File: src/rtl/dsts_pkg.sv
// Shared types, constants and helpers for the DShot transmit scheduler.
// Used by dsts_queue_ctrl, dshot_transmit_scheduler and the testbench; depends on nothing.
package dsts_pkg;

  // Block dimensions
  localparam int PORT_COUNT      = 2;
  localparam int PINS_PER_PORT   = 8;
  localparam int TELEMETRY_DEPTH = 8;
  localparam int FRAME_BITS      = 16;
  localparam int ORDER_DEPTH     = 16;

  // Frame bit positions touched in a telemetry snapshot (0 is the MSB)
  localparam int TLM_BIT  = 11;
  localparam int CRC0_BIT = 15;

  // Derived widths
  localparam int MASK_W  = 8;
  localparam int BIT_W   = $clog2(FRAME_BITS);
  localparam int SH_W    = (TELEMETRY_DEPTH > 1) ? $clog2(TELEMETRY_DEPTH) : 1;
  localparam int SC_W    = $clog2(TELEMETRY_DEPTH + 1);
  localparam int ORD_W   = $clog2(ORDER_DEPTH);
  localparam int OC_W    = $clog2(ORDER_DEPTH + 1);
  localparam int FB_AW   = $clog2(PORT_COUNT * FRAME_BITS);
  localparam int SNAP_WORDS = PORT_COUNT * TELEMETRY_DEPTH * FRAME_BITS;
  localparam int SNAP_AW = $clog2(SNAP_WORDS);

  localparam logic [MASK_W-1:0] PIN_LIMIT = MASK_W'((1 << PINS_PER_PORT) - 1);

  // Input word kinds
  localparam logic KIND_THROTTLE = 1'b0;
  localparam logic KIND_TICK     = 1'b1;

  // Configuration register indexes
  localparam logic [1:0] REG_SPEED_MODE = 2'd0;
  localparam logic [1:0] REG_ATT_PORT0  = 2'd1;
  localparam logic [1:0] REG_ATT_PORT1  = 2'd2;

  // Speed mode codes
  localparam logic [1:0] SPEED_HALF    = 2'd1;
  localparam logic [1:0] SPEED_QUARTER = 2'd2;

  typedef struct packed {
    logic        kind;
    logic        port_select;
    logic [2:0]  pin_index;
    logic [10:0] throttle;
    logic        telemetry_request;
  } in_word_t;

  typedef struct packed {
    logic              is_ack;
    logic              telemetry_queued;
    logic              slot_port;
    logic [3:0]        bit_index;
    logic [MASK_W-1:0] drive_mask;
    logic [MASK_W-1:0] long_pulse_mask;
    logic [2:0]        timing_scale;
    logic              last;
  } out_word_t;

  // Requests into the queue bookkeeping
  typedef struct packed {
    logic thr;
    logic tick;
    logic ok;
    logic want;
    logic port;
  } qc_req_t;

  // Decisions from the queue bookkeeping
  typedef struct packed {
    logic            queued;
    logic [SH_W-1:0] slot;
    logic            use_snap;
    logic            port;
    logic [SH_W-1:0] head;
  } qc_resp_t;

  // 11-bit value, zero telemetry bit, XOR of the three nibbles
  function automatic logic [15:0] build_frame(input logic [10:0] thr);
    logic [11:0] data;
    logic [3:0]  csum;
    data = {thr, 1'b0};
    csum = data[3:0] ^ data[7:4] ^ data[11:8];
    return {data, csum};
  endfunction

endpackage

File: src/rtl/dsts_queue_ctrl.sv
// Telemetry snapshot pointers and the shared first-come port order queue.
// Depends on dsts_pkg.
module dsts_queue_ctrl import dsts_pkg::*; (
  input  logic     clk_i,
  input  logic     rst_ni,
  input  qc_req_t  req_i,
  output qc_resp_t resp_o
);

  logic [SH_W-1:0]  snap_head_q [PORT_COUNT];
  logic [SC_W-1:0]  snap_cnt_q  [PORT_COUNT];
  logic             order_q     [ORDER_DEPTH];
  logic [ORD_W-1:0] order_head_q;
  logic [OC_W-1:0]  order_cnt_q;

  logic [SH_W:0]    slot_sum;
  logic             have_order;
  logic             tick_port;

  // Decisions from the current pointers
  always_comb begin
    slot_sum = {1'b0, snap_head_q[req_i.port]} + (SH_W+1)'(snap_cnt_q[req_i.port]);
    if (slot_sum >= (SH_W+1)'(TELEMETRY_DEPTH)) begin
      slot_sum = slot_sum - (SH_W+1)'(TELEMETRY_DEPTH);
    end
    resp_o.slot   = slot_sum[SH_W-1:0];
    resp_o.queued = req_i.ok && req_i.want &&
                    (snap_cnt_q[req_i.port] < SC_W'(TELEMETRY_DEPTH)) &&
                    (order_cnt_q < OC_W'(ORDER_DEPTH));

    have_order      = (order_cnt_q != '0);
    tick_port       = order_q[order_head_q];
    resp_o.port     = tick_port;
    resp_o.use_snap = have_order && (snap_cnt_q[tick_port] != '0);
    resp_o.head     = snap_head_q[tick_port];
  end

  // Pointer updates on an accepted word
  always_ff @(posedge clk_i or negedge rst_ni) begin
    if (!rst_ni) begin
      for (int p = 0; p < PORT_COUNT; p++) begin
        snap_head_q[p] <= '0;
        snap_cnt_q[p]  <= '0;
      end
      order_head_q <= '0;
      order_cnt_q  <= '0;
    end else if (req_i.thr && resp_o.queued) begin
      snap_cnt_q[req_i.port] <= snap_cnt_q[req_i.port] + SC_W'(1);
      order_q[ORD_W'(order_head_q + order_cnt_q[ORD_W-1:0])] <= req_i.port;
      order_cnt_q <= order_cnt_q + OC_W'(1);
    end else if (req_i.tick && have_order) begin
      order_head_q <= order_head_q + ORD_W'(1);
      order_cnt_q  <= order_cnt_q - OC_W'(1);
      if (resp_o.use_snap) begin
        snap_head_q[tick_port] <= (resp_o.head == SH_W'(TELEMETRY_DEPTH - 1)) ?
                                  '0 : resp_o.head + SH_W'(1);
        snap_cnt_q[tick_port]  <= snap_cnt_q[tick_port] - SC_W'(1);
      end
    end
  end

  // Queue bookkeeping checks
  a_cnt_bound: assert property (@(posedge clk_i) disable iff (!rst_ni)
    order_cnt_q <= OC_W'(ORDER_DEPTH))
    else $error("order queue count overflow");
  a_queue_grows: assert property (@(posedge clk_i) disable iff (!rst_ni)
    req_i.thr && resp_o.queued |=> order_cnt_q == $past(order_cnt_q) + OC_W'(1))
    else $error("queued request did not grow the order queue");
  a_tick_shrinks: assert property (@(posedge clk_i) disable iff (!rst_ni)
    req_i.tick && !req_i.thr && have_order |=>
      order_cnt_q == $past(order_cnt_q) - OC_W'(1))
    else $error("tick did not pop the order queue");

endmodule

File: src/rtl/dshot_transmit_scheduler.sv
// DShot transmit scheduler top level: frame store, snapshot store, sequencer, output word.
// A set-throttle word does one read-modify-write on the frame store for each of the 16 frame
// bits; its ack is offered once the last write is done, and the next word is accepted once the
// ack is loaded into the output register. A frame tick yields one slot per cycle from the read
// ports of the two stores (32 slots), stalling with the output. Reset clears control state; the
// frame store reads as zero via per-entry valid bits, so no clearing pass is needed.
// Depends on dsts_pkg and dsts_queue_ctrl.
module dshot_transmit_scheduler import dsts_pkg::*; (
  input  logic       clk_i,
  input  logic       rst_ni,
  input  logic       in_valid_i,
  output logic       in_ready_o,
  input  in_word_t   in_word_i,
  output logic       out_valid_o,
  input  logic       out_ready_i,
  output out_word_t  out_word_o,
  input  logic       cfg_valid_i,
  output logic       cfg_ready_o,
  input  logic [1:0] cfg_index_i,
  input  logic [7:0] cfg_data_i
);

  typedef enum logic [1:0] {ST_IDLE, ST_THR, ST_ACK, ST_TICK} state_e;

  localparam logic [FB_AW-1:0] LAST_IDX = FB_AW'(PORT_COUNT * FRAME_BITS - 1);

  state_e            state_q;
  logic [1:0]        speed_q;
  logic [MASK_W-1:0] att0_q, att1_q;

  // Per-word registers
  logic [15:0]       frame_q;
  logic              thr_port_q, thr_ok_q, thr_queued_q;
  logic [MASK_W-1:0] thr_pm_q;
  logic [SH_W-1:0]   thr_slot_q;
  logic              tick_use_q, tick_port_q;
  logic [SH_W-1:0]   tick_head_q;
  logic [BIT_W-1:0]  bit_q;
  logic [FB_AW-1:0]  idx_q;

  // Read stage
  logic              pend_q, pend_kind_q, pend_vld_q;
  logic [FB_AW-1:0]  pend_addr_q;

  // Stores
  logic [MASK_W-1:0] fb_mem [PORT_COUNT*FRAME_BITS];
  logic [MASK_W-1:0] sn_mem [SNAP_WORDS];
  logic [PORT_COUNT*FRAME_BITS-1:0] fb_vld_q;
  logic [MASK_W-1:0] fb_rd_q, sn_rd_q;

  logic              out_valid_q;
  out_word_t         out_word_q, out_next;

  logic              in_acc, out_free, pend_take, rd_en, sn_re;
  logic              fb_we, sn_we, slot_load, ack_load;
  logic [FB_AW-1:0]  rd_addr;
  logic [SNAP_AW-1:0] sn_raddr, sn_waddr;
  logic [BIT_W-1:0]  pend_bit, rd_bit;
  logic              pend_port;
  logic [MASK_W-1:0] old_bits, new_bits, snap_bits, slot_bits, att;
  logic [2:0]        scale;
  qc_req_t           qc_req;
  qc_resp_t          qc_resp;

  assign in_ready_o  = (state_q == ST_IDLE) && !pend_q;
  assign in_acc      = in_valid_i && in_ready_o;
  assign cfg_ready_o = 1'b1;
  assign out_valid_o = out_valid_q;
  assign out_word_o  = out_word_q;

  // Queue bookkeeping
  assign qc_req.thr  = in_acc && (in_word_i.kind == KIND_THROTTLE);
  assign qc_req.tick = in_acc && (in_word_i.kind == KIND_TICK);
  assign qc_req.ok   = (32'(in_word_i.port_select) < PORT_COUNT) &&
                       (32'(in_word_i.pin_index) < PINS_PER_PORT);
  assign qc_req.want = in_word_i.telemetry_request;
  assign qc_req.port = in_word_i.port_select;

  dsts_queue_ctrl u_queue (
    .clk_i  (clk_i),
    .rst_ni (rst_ni),
    .req_i  (qc_req),
    .resp_o (qc_resp)
  );

  // Sequencer reads, read-modify-write data and output selection
  always_comb begin
    out_free  = !out_valid_q || out_ready_i;
    pend_take = pend_q && ((pend_kind_q == KIND_THROTTLE) || out_free);
    rd_en     = 1'b0;
    rd_addr   = '0;
    unique case (state_q)
      ST_THR: begin
        rd_en   = 1'b1;
        rd_addr = FB_AW'(32'(thr_port_q) * FRAME_BITS + 32'(bit_q));
      end
      ST_TICK: begin
        rd_en   = !pend_q || pend_take;
        rd_addr = idx_q;
      end
      default: ;
    endcase
    sn_re    = rd_en && (state_q == ST_TICK);
    rd_bit   = BIT_W'(idx_q % FRAME_BITS);
    sn_raddr = SNAP_AW'(32'(tick_port_q) * (TELEMETRY_DEPTH * FRAME_BITS) +
                        32'(tick_head_q) * FRAME_BITS + 32'(rd_bit));

    pend_bit  = BIT_W'(pend_addr_q % FRAME_BITS);
    pend_port = 1'(pend_addr_q / FRAME_BITS);
    old_bits  = pend_vld_q ? fb_rd_q : '0;
    new_bits  = frame_q[BIT_W'(FRAME_BITS - 1) - pend_bit] ? (old_bits | thr_pm_q)
                                                            : (old_bits & ~thr_pm_q);
    snap_bits = new_bits;
    if (pend_bit == BIT_W'(TLM_BIT))  snap_bits = snap_bits | thr_pm_q;
    if (pend_bit == BIT_W'(CRC0_BIT)) snap_bits = snap_bits ^ thr_pm_q;
    sn_waddr  = SNAP_AW'(32'(thr_port_q) * (TELEMETRY_DEPTH * FRAME_BITS) +
                         32'(thr_slot_q) * FRAME_BITS + 32'(pend_bit));

    fb_we     = pend_take && (pend_kind_q == KIND_THROTTLE) && thr_ok_q;
    sn_we     = fb_we && thr_queued_q;
    slot_load = pend_take && (pend_kind_q == KIND_TICK);
    ack_load  = (state_q == ST_ACK) && !pend_q && out_free;

    case (speed_q)
      SPEED_HALF:    scale = 3'd2;
      SPEED_QUARTER: scale = 3'd4;
      default:       scale = 3'd1;
    endcase
    att       = (pend_port ? att1_q : att0_q) & PIN_LIMIT;
    slot_bits = (tick_use_q && (pend_port == tick_port_q)) ? sn_rd_q : old_bits;

    out_next = '0;
    out_next.timing_scale = scale;
    if (slot_load) begin
      out_next.slot_port       = pend_port;
      out_next.bit_index       = 4'(pend_bit);
      out_next.drive_mask      = att;
      out_next.long_pulse_mask = slot_bits & att;
      out_next.last            = (pend_addr_q == LAST_IDX);
    end else begin
      out_next.is_ack           = 1'b1;
      out_next.telemetry_queued = thr_queued_q;
      out_next.last             = 1'b1;
    end
  end

  // Frame store and snapshot store
  always_ff @(posedge clk_i) begin
    if (fb_we) fb_mem[pend_addr_q] <= new_bits;
    if (rd_en) fb_rd_q <= fb_mem[rd_addr];
  end

  always_ff @(posedge clk_i) begin
    if (sn_we) sn_mem[sn_waddr] <= snap_bits;
    if (sn_re) sn_rd_q <= sn_mem[sn_raddr];
  end

  // Frame store valid bits
  always_ff @(posedge clk_i or negedge rst_ni) begin
    if (!rst_ni) begin
      fb_vld_q <= '0;
    end else if (fb_we) begin
      fb_vld_q[pend_addr_q] <= 1'b1;
    end
  end

  // Configuration, state machine, read stage and output word
  always_ff @(posedge clk_i or negedge rst_ni) begin
    if (!rst_ni) begin
      state_q      <= ST_IDLE;
      speed_q      <= '0;
      att0_q       <= '0;
      att1_q       <= '0;
      frame_q      <= '0;
      thr_port_q   <= 1'b0;
      thr_ok_q     <= 1'b0;
      thr_queued_q <= 1'b0;
      thr_pm_q     <= '0;
      thr_slot_q   <= '0;
      tick_use_q   <= 1'b0;
      tick_port_q  <= 1'b0;
      tick_head_q  <= '0;
      bit_q        <= '0;
      idx_q        <= '0;
      pend_q       <= 1'b0;
      pend_kind_q  <= KIND_THROTTLE;
      pend_vld_q   <= 1'b0;
      pend_addr_q  <= '0;
      out_valid_q  <= 1'b0;
      out_word_q   <= '0;
    end else begin
      if (cfg_valid_i) begin
        unique case (cfg_index_i)
          REG_SPEED_MODE: speed_q <= cfg_data_i[1:0];
          REG_ATT_PORT0:  att0_q  <= cfg_data_i;
          REG_ATT_PORT1:  att1_q  <= cfg_data_i;
          default: ;
        endcase
      end

      unique case (state_q)
        ST_IDLE: begin
          if (in_acc && (in_word_i.kind == KIND_THROTTLE)) begin
            frame_q      <= build_frame(in_word_i.throttle);
            thr_port_q   <= in_word_i.port_select;
            thr_pm_q     <= MASK_W'(1) << in_word_i.pin_index;
            thr_ok_q     <= qc_req.ok;
            thr_queued_q <= qc_resp.queued;
            thr_slot_q   <= qc_resp.slot;
            bit_q        <= '0;
            state_q      <= ST_THR;
          end else if (in_acc) begin
            tick_use_q  <= qc_resp.use_snap;
            tick_port_q <= qc_resp.port;
            tick_head_q <= qc_resp.head;
            idx_q       <= '0;
            state_q     <= ST_TICK;
          end
        end
        ST_THR: begin
          bit_q <= bit_q + BIT_W'(1);
          if (bit_q == BIT_W'(FRAME_BITS - 1)) state_q <= ST_ACK;
        end
        ST_ACK: begin
          if (ack_load) state_q <= ST_IDLE;
        end
        ST_TICK: begin
          if (rd_en) begin
            idx_q <= idx_q + FB_AW'(1);
            if (idx_q == LAST_IDX) state_q <= ST_IDLE;
          end
        end
        default: state_q <= ST_IDLE;
      endcase

      // One read in flight; held until consumed
      if (rd_en) begin
        pend_q      <= 1'b1;
        pend_kind_q <= (state_q == ST_TICK) ? KIND_TICK : KIND_THROTTLE;
        pend_addr_q <= rd_addr;
        pend_vld_q  <= fb_vld_q[rd_addr];
      end else if (pend_take) begin
        pend_q <= 1'b0;
      end

      if (slot_load || ack_load) begin
        out_valid_q <= 1'b1;
        out_word_q  <= out_next;
      end else if (out_ready_i) begin
        out_valid_q <= 1'b0;
      end
    end
  end

  // Sequencer checks
  a_idle_clear: assert property (@(posedge clk_i) disable iff (!rst_ni)
    in_ready_o |-> !pend_q && !fb_we)
    else $error("word accepted with a read still in flight");
  a_snap_with_frame: assert property (@(posedge clk_i) disable iff (!rst_ni)
    sn_we |-> fb_we && thr_queued_q)
    else $error("snapshot written outside a queued throttle update");
  a_pend_holds: assert property (@(posedge clk_i) disable iff (!rst_ni)
    pend_q && (pend_kind_q == KIND_TICK) && !out_free |=>
      pend_q && $stable(pend_addr_q) && $stable(fb_rd_q))
    else $error("stalled slot read lost");
  a_load_free: assert property (@(posedge clk_i) disable iff (!rst_ni)
    (slot_load || ack_load) |-> out_free && !(slot_load && ack_load))
    else $error("output word overwritten");

endmodule

File: config.mk
export PLATFORM = sky130hd
export DESIGN_NAME = dshot_transmit_scheduler
export DESIGN_NICKNAME = d
export VERILOG_FILES = /design/src/rtl/dsts_pkg.sv /design/src/rtl/dsts_queue_ctrl.sv /design/src/rtl/dshot_transmit_scheduler.sv
export SDC_FILE = /design/constraint.sdc
export NUM_CORES = 2
export LEC_CHECK = 0
export BUFFER_PORTS_ARGS = -buffer_cell sky130_fd_sc_hd__buf_2
export CAP_MARGIN = 20
export CORE_UTILIZATION = 45
export CTS_BUF_LIST = sky130_fd_sc_hd__clkbuf_4 sky130_fd_sc_hd__clkbuf_8 sky130_fd_sc_hd__clkbuf_16
export DETAILED_ROUTE_END_ITERATION = 6
export HOLD_SLACK_MARGIN = 0.12
export PLACE_DENSITY_LB_ADDON = 0.25
export SLEW_MARGIN = 25
export SYNTH_ARGS = -nofsm -noshare
export SYNTH_HDL_FRONTEND = slang
export SYNTH_SLANG_ARGS = --single-unit
export TNS_END_PERCENT = 10
File: constraint.sdc
create_clock -name clk_i -period 29.4 [get_ports clk_i]
set_input_delay 2.94 -clock clk_i [delete_from_list [all_inputs] [get_ports clk_i]]
set_output_delay 2.94 -clock clk_i [all_outputs]
set_load 0.02 [all_outputs]
# After elaboration in Yosys (flattened, before gate mapping)
# Memory sizes are Yosys's and may differ from the RTL's. A register that Yosys moved wholly into a read port is not among the register bits.
# Cells that the tools add are included.
# W data, S select, Z words.
dict set report totals {
  ramBits 2320
  wordCells 223
  rom_bits 0
  inputBits 32
  ff_bits 154
  latch_bits 0
  memories 3
}
dict set report op_classes {
  div_mod_pow 0
  n_eq_ne 22
  reduce_logical 49
  addsub 17
  mux 70
  shifts 1
  mul 0
  n_bitwise 15
  n_lt_le_gt_ge 11
}
# memory depth width read_ports rd_clocked_by_memory_dff wr line
set mem_list {}
lappend mem_list {sn_mem 256 8 1 1 1 dshot_transmit_scheduler.sv:47} ;# logic [MASK_W-1:0] sn_mem [SNAP_WORDS];
lappend mem_list {fb_mem 32 8 1 1 1 dshot_transmit_scheduler.sv:46} ;# logic [MASK_W-1:0] fb_mem [PORT_COUNT*FRAME_BITS];
lappend mem_list {u_queue.order_q 16 1 1 0 1 dsts_queue_ctrl.sv:12} ;# logic order_q [ORDER_DEPTH];
# op count
set ops {}
lappend ops {{$mux W8} 9}
lappend ops {{$mux W4} 9}
lappend ops {{$or A32 B32 Y32} 1}
lappend ops {{$mux W3} 9}
lappend ops {{$mux W5} 5}
lappend ops {{$logic_and A1 B1 Y1} 22}
lappend ops {{$mux W21} 1}
lappend ops {{$pmux W5 S2} 2}
lappend ops {{$add A8 B4 Y8} 2}
lappend ops {{$add A8 B7 Y8} 2}
lappend ops {{$and A8 B8 Y8} 2}
lappend ops {{$bwmux W8} 2}
lappend ops {{$or A8 B8 Y8} 2}
lappend ops {{$mux W1} 15}
lappend ops {{$mux W2} 7}
lappend ops {{$reduce_and A2 Y1} 7}
lappend ops {{$add A4 B1 Y4 const B} 3}
lappend ops {{$eq A4 B4 Y1 const B} 3}
lappend ops {{$lt A5 B6 Y1 const B} 2}
lappend ops {{$ne A2 B2 Y1 const B} 6}
lappend ops {{$reduce_bool A2 Y1} 6}
lappend ops {{$add A5 B1 Y5 const B} 2}
lappend ops {{$eq A5 B5 Y1 const B} 2}
lappend ops {{$demux W4 S1} 2}
lappend ops {{other kinds (44)} 62}

# Logic depth before layout (Yosys ltp)
dict set report depth {
  ltp_word 11
  ltp_mapped 12
}

# Cells and area by module
# Synthesis repeated with hierarchy kept, for this count alone.
dict set report hier_totals {
  hier_cells 5092
  area_unflattened_um2 98291.8
}
# module instances area_each_um2 cells_per_inst seq_area_each_um2
set modules_own_cells {}
lappend modules_own_cells {dshot_transmit_scheduler 1 95920.7 4871 72945.0}
lappend modules_own_cells {dsts_queue_ctrl 1 2371.0 221 1056.0}

# Worst setup path after synthesis
# Ideal clock, no wire load.
dict set report synth_timing {
  path_type {flip-flop to flip-flop}
  startpoint {reg pend_addr_q[0]}
  endpoint {mem sn_mem[0][0] (data pin)}
  path_slack_ns 18.738
  setup_time_ns 1.628
  path_buffers 1
  arrival_time_ns 9.034
  stages_incl_launch_ff 8
  required_time_ns 27.772
  cell_sequence {dfrtp_1 -> clkbuf_1 -> mux4_2 -> nand3_1 -> nand3_1 -> nor3_1 -> xor2_1 -> mux2i_1}
}
dict set report synth_between {
  elab_chain_cells 8
  elab_cells_between_ends 10
  cone_classes {1 x add/sub; 2 x eq/ne; 5 x mux; 2 x bitwise}
}
# item line
set synth_lines {}
lappend synth_lines {{start: declaration} dshot_transmit_scheduler.sv:43} ;# logic [FB_AW-1:0] pend_addr_q;
lappend synth_lines {{start signal: assignment} dshot_transmit_scheduler.sv:240} ;# pend_addr_q <= rd_addr;
lappend synth_lines {{$sub A4 B4 Y4} dshot_transmit_scheduler.sv:111} ;# new_bits = frame_q[BIT_W'(FRAME_BITS - 1) - pend_bit] ? (old_bits | thr_pm_q)
lappend synth_lines {{$bmux W1 S4} dshot_transmit_scheduler.sv:111}
lappend synth_lines {{$mux W1 (implied by the code)} dshot_transmit_scheduler.sv:111}
lappend synth_lines {{$mux W8} dshot_transmit_scheduler.sv:111}
lappend synth_lines {{$or A8 B8 Y8} dshot_transmit_scheduler.sv:114} ;# if (pend_bit == BIT_W'(TLM_BIT)) snap_bits = snap_bits | thr_pm_q;
lappend synth_lines {{$mux W8} dshot_transmit_scheduler.sv:114}
lappend synth_lines {{$xor A8 B8 Y8} dshot_transmit_scheduler.sv:115} ;# if (pend_bit == BIT_W'(CRC0_BIT)) snap_bits = snap_bits ^ thr_pm_q;
lappend synth_lines {{$mux W8 *} dshot_transmit_scheduler.sv:115}
lappend synth_lines {{named net snap_bits[0]} dshot_transmit_scheduler.sv:60} ;# logic [MASK_W-1:0] old_bits, new_bits, snap_bits, slot_bits, att;
lappend synth_lines {{end: declaration} dshot_transmit_scheduler.sv:47}
# Mark *: on every way through the listed nets, which the timed path passes. The rest lies on a longest branch. The select of a mux whose other input is x is not followed.

# Final worst setup path
dict set report layout_timing {
  startpoint {reg idx_q[0]}
  endpoint {reg sn_rd_q[7] (read register of sn_mem) (data pin)}
}
dict set report layout_between {
  elab_chain_cells 1
}
# item line
set layout_lines {}
lappend layout_lines {{start: declaration} dshot_transmit_scheduler.sv:39} ;# logic [FB_AW-1:0] idx_q;
lappend layout_lines {{start signal: assignment} dshot_transmit_scheduler.sv:229} ;# idx_q <= idx_q + FB_AW'(1);
lappend layout_lines {{$add A8 B4 Y8} dshot_transmit_scheduler.sv:106} ;# 32'(tick_head_q) * FRAME_BITS + 32'(rd_bit));
lappend layout_lines {{end: declaration} dshot_transmit_scheduler.sv:49} ;# logic [MASK_W-1:0] fb_rd_q, sn_rd_q;
# Every way passes these cells.
# A chain may end at the register's enable or synchronous reset.

==> out/results.ini <==
[outcome]
status = finished clean

[layout]
area_delta_synth_final_pct = 12.8
layout.area.seq_um2 = 74000
layout-drive-gt1-share = 0.276
final_cells = 7922
final_nets = 4946
multi_input_area_um2 = 22600
fill_cells = 16800
design_area_um2 = 110000

[synthesis]
synth-compound-area-share = 0.0226
async_reset_ff_frac = 0.0618
syn_area_um2 = 97800
synth_edf_count = 2336
ys_warn_count = 0
ys_ff_latch = 2490
synth_xor_area_frac = 0.00260
synth-simple-area-share = 0.0327
synth_fa_ha_area_frac = 0.00266
synth_mux_area_frac = 0.168
syn_inst = 4708
synthFlopType = edfxtp_1
synth_top_family_by_area = multiplexers
seq_area_frac_synth = 0.757
synth_nets = 4759
syn_avg_cell_area_um2 = 20.8
yosysUniqueCellTypes = 76

[floorplanning]
die_w_um = 468
num_rows = 170
die_area_um2 = 219000
die_y_um = 468
core-area_um2 = 215000
num_io_pins = 62
start_util = 0.454

[sta]
slew_headroom = 0.243
clock.fmax_mhz = 161
worstMarginPinSlew_ps = 1130
rsz0062_at_grt = no
finalCritPeriodShare = 0.211
fin_tns_setup_ps = 0
finalSetupViolations = 0
fin_crit_ps = 6210
hold_slack_ps = 464
drv_slew = 0
finClkSkew_ps = 49.7
finalHoldViolCount = 0

[cts]
cts-htree-levels = 5
clock_sinks = 2490
clockBufferDepth = 4
cts-root-buf = clkbuf_16
hold_buffers = 0
clk-insertion-delay-late_ps = 940
cts_buffers = 278
clk_transition_reported_paths_ps = 60
cts_resized = 0
postCtsSetupBuffers = 0
cts_tree = built

[detailed_routing]
drt_wl_total_um = 255000
wire_per_inst_um = 32.1
route.detailed.drc = 0
vias = 48500
antenna_left = 0
drtIter0Drc = 5941
drt_first_pass_iters = 5
avgViaCountPerCell = 6.13

[place]
io_buffers = 60
place_area_um2 = 101000
place_inst = 7452
hpwl_um = 150000
gp_congestion = 0.844

[pwr]
seqPwrFrac = 0.414
switching_share = 0.322
p_int_uw = 7830
ir_drop_v = 0.000115
p_leak_uw = 0.0355
p_comb_frac = 0.296
switchingPower_uw = 3720
p_total_uw = 11600
power_density_nw_per_um2 = 105
clockPowerShare = 0.291

[grt]
grt_pass1_vias = 48500
grt_pass1_wl_um = 362000
overflow = 0
grt_util_all_layers = 0.233
grt_start_max_net_pins = 226
antenna_found_initial = 7

[critical_path]
critPathMaxFanout = 91
cp-end-kind = register
path_class = reg2reg
worstPathRequired_ps = 30060
worst_ep_arrival_time_ps = 6860
critPathLaunchType = register
r2r.worst_path.cells = 10
crit_path_start = idx_q[0]$_DFFE_PN0P_
reg2reg_from = idx_q[0]$_DFFE_PN0P_

[worst_hold_path]
worstHoldStart = fb_vld_q[23]$_DFFE_PN0N_
holdPathStages = 1
hold_class = reg2reg

[run]
drv_cap = 0

[per-layer routing]
layer  global-route usage  wire, µm
met4               0.0850      9450
met3               0.0526     22900
met5                    0        34
met1                0.331    104000
met2                0.355    118000
[cell usage in the layout (no fill, tap or decap), types with 13 or more instances in the layout]
cell	count
nand2_1	188
nor2_2	22
ha_1	16
clkinv_1	42
clkbuf_4	60
inv_1	15
nor3_1	16
a211oi_1	16
nand4_1	14
clkinv_2	38
a21oi_1	52
a31oi_1	14
nand3_1	31
xnor2_1	15
o21ai_0	59
xor2_1	13
o31ai_1	13
o22ai_1	26
nor2b_1	17
mux2_2	51
buf_2	59
a22o_1	21
clkbuf_16	287
mux2i_1	130
buf_4	98
bufinv_16	16
edfxtp_1	2336
dfrtp_1	150
mux4_2	636
a22oi_1	65
or2_2	40
nor2_1	320
[sequential cells by signal, indices dropped and copies added (netlist names), 6 cells and up]
name,count
u_queue.snap_cnt_q,8
sn_mem,2048
out_word_o,27
fb_rd_q,8
u_queue.snap_head_q,6
fb_mem,256
att0_q,8
frame_q,15
fb_vld_q,32
u_queue.order_q,16
sn_rd_q,8
att1_q,8
thr_pm_q,8
[power by group through the flow]
| stage | logic [µW] | registers (µW) | clock network [µW] |
|---|---|---|---|
| finish | 3420 | 4780 | 3360 |
| global route | 3600 | 4800 | 3530 |
| CTS | 3430 | 4780 | 3400 |
| detailed placement | 3420 | 4860 | 0 |
| global placement | 3360 | 4850 | 0 |
| floorplan | 2140 | 5040 | 0 |
[through the flow]
step	worst slack [ps]	utilization
6_report	23190	0.512
5_1_grt	22750	0.512
4_1_cts	23090	0.512
3_5_place_dp	23110	0.471
3_3_place_gp	23060	0.471
2_1_floorplan	18740	-
[synthesized netlist by cell type, types with 15 or more instances]
cell type	instances	area [µm²]
nand3_1	39	195
buf_4	35	263
or2_2	40	250
xnor2_1	16	140
o22ai_1	26	163
buf_6	25	282
nor3_1	17	85.1
a22oi_1	65	488
mux2i_1	138	1380
nor2_1	343	1290
dfrtp_1	154	3850
buf_1	24	90.1
nor2b_1	20	125
ha_1	16	200
buf_2	71	355
a21oi_1	52	260
mux2_2	51	574
o21ai_0	67	335
edfxtp_1	2336	70100
mux4_2	636	14300
nand2_1	197	739
a22o_1	21	184
a211oi_1	16	120
inv_1	15	56.3
clkbuf_1	109	409
[worst max-delay path, cell delays in order, from the launching register on]
cell and delay, ps:
dfrtp_4 910, buf_12 580, buf_4 710, buf_4 660, buf_4 790, mux4_2 590, a22oi_1 290, a21oi_1 200
nor4_1 520, o21ai_1 110, a21o_1 160
[worst paths after layout]
path / to / slack (ps)
worst max-delay path: sn_rd_q[7]$_DFFE_PP_ / 23190
worst min-delay path: fb_vld_q[23]$_DFFE_PN0N_ / 460
worst max register to register: sn_rd_q[7]$_DFFE_PP_ / 23190
worst min register to register: fb_vld_q[23]$_DFFE_PN0N_ / 460
max in group asynchronous: fb_vld_q[30]$_DFFE_PN0N_ / 26360
min in group asynchronous: out_word_o[0]$_DFFE_PN0P_ / 1980
[cells by family after synthesis]
kind of cell | count (synthesis)
flops | 2490
mux | 829
simple gates | 728
compound gates | 330
buf+inv | 282
xor+xnor | 29
fa+ha+maj | 19
other cells | 1
[area by class of cell]
class	instances	share of cell area
tap	2838	0.0322
clock inverter	109	0.00872
inverter	17	0.000578
multi-input combinational	1936	0.205
sequential	2490	0.671
timing repair buffer	172	0.0119
clock buffer	357	0.0704
antenna	3	0.0000681
Power figures use the tool's default switching activity.
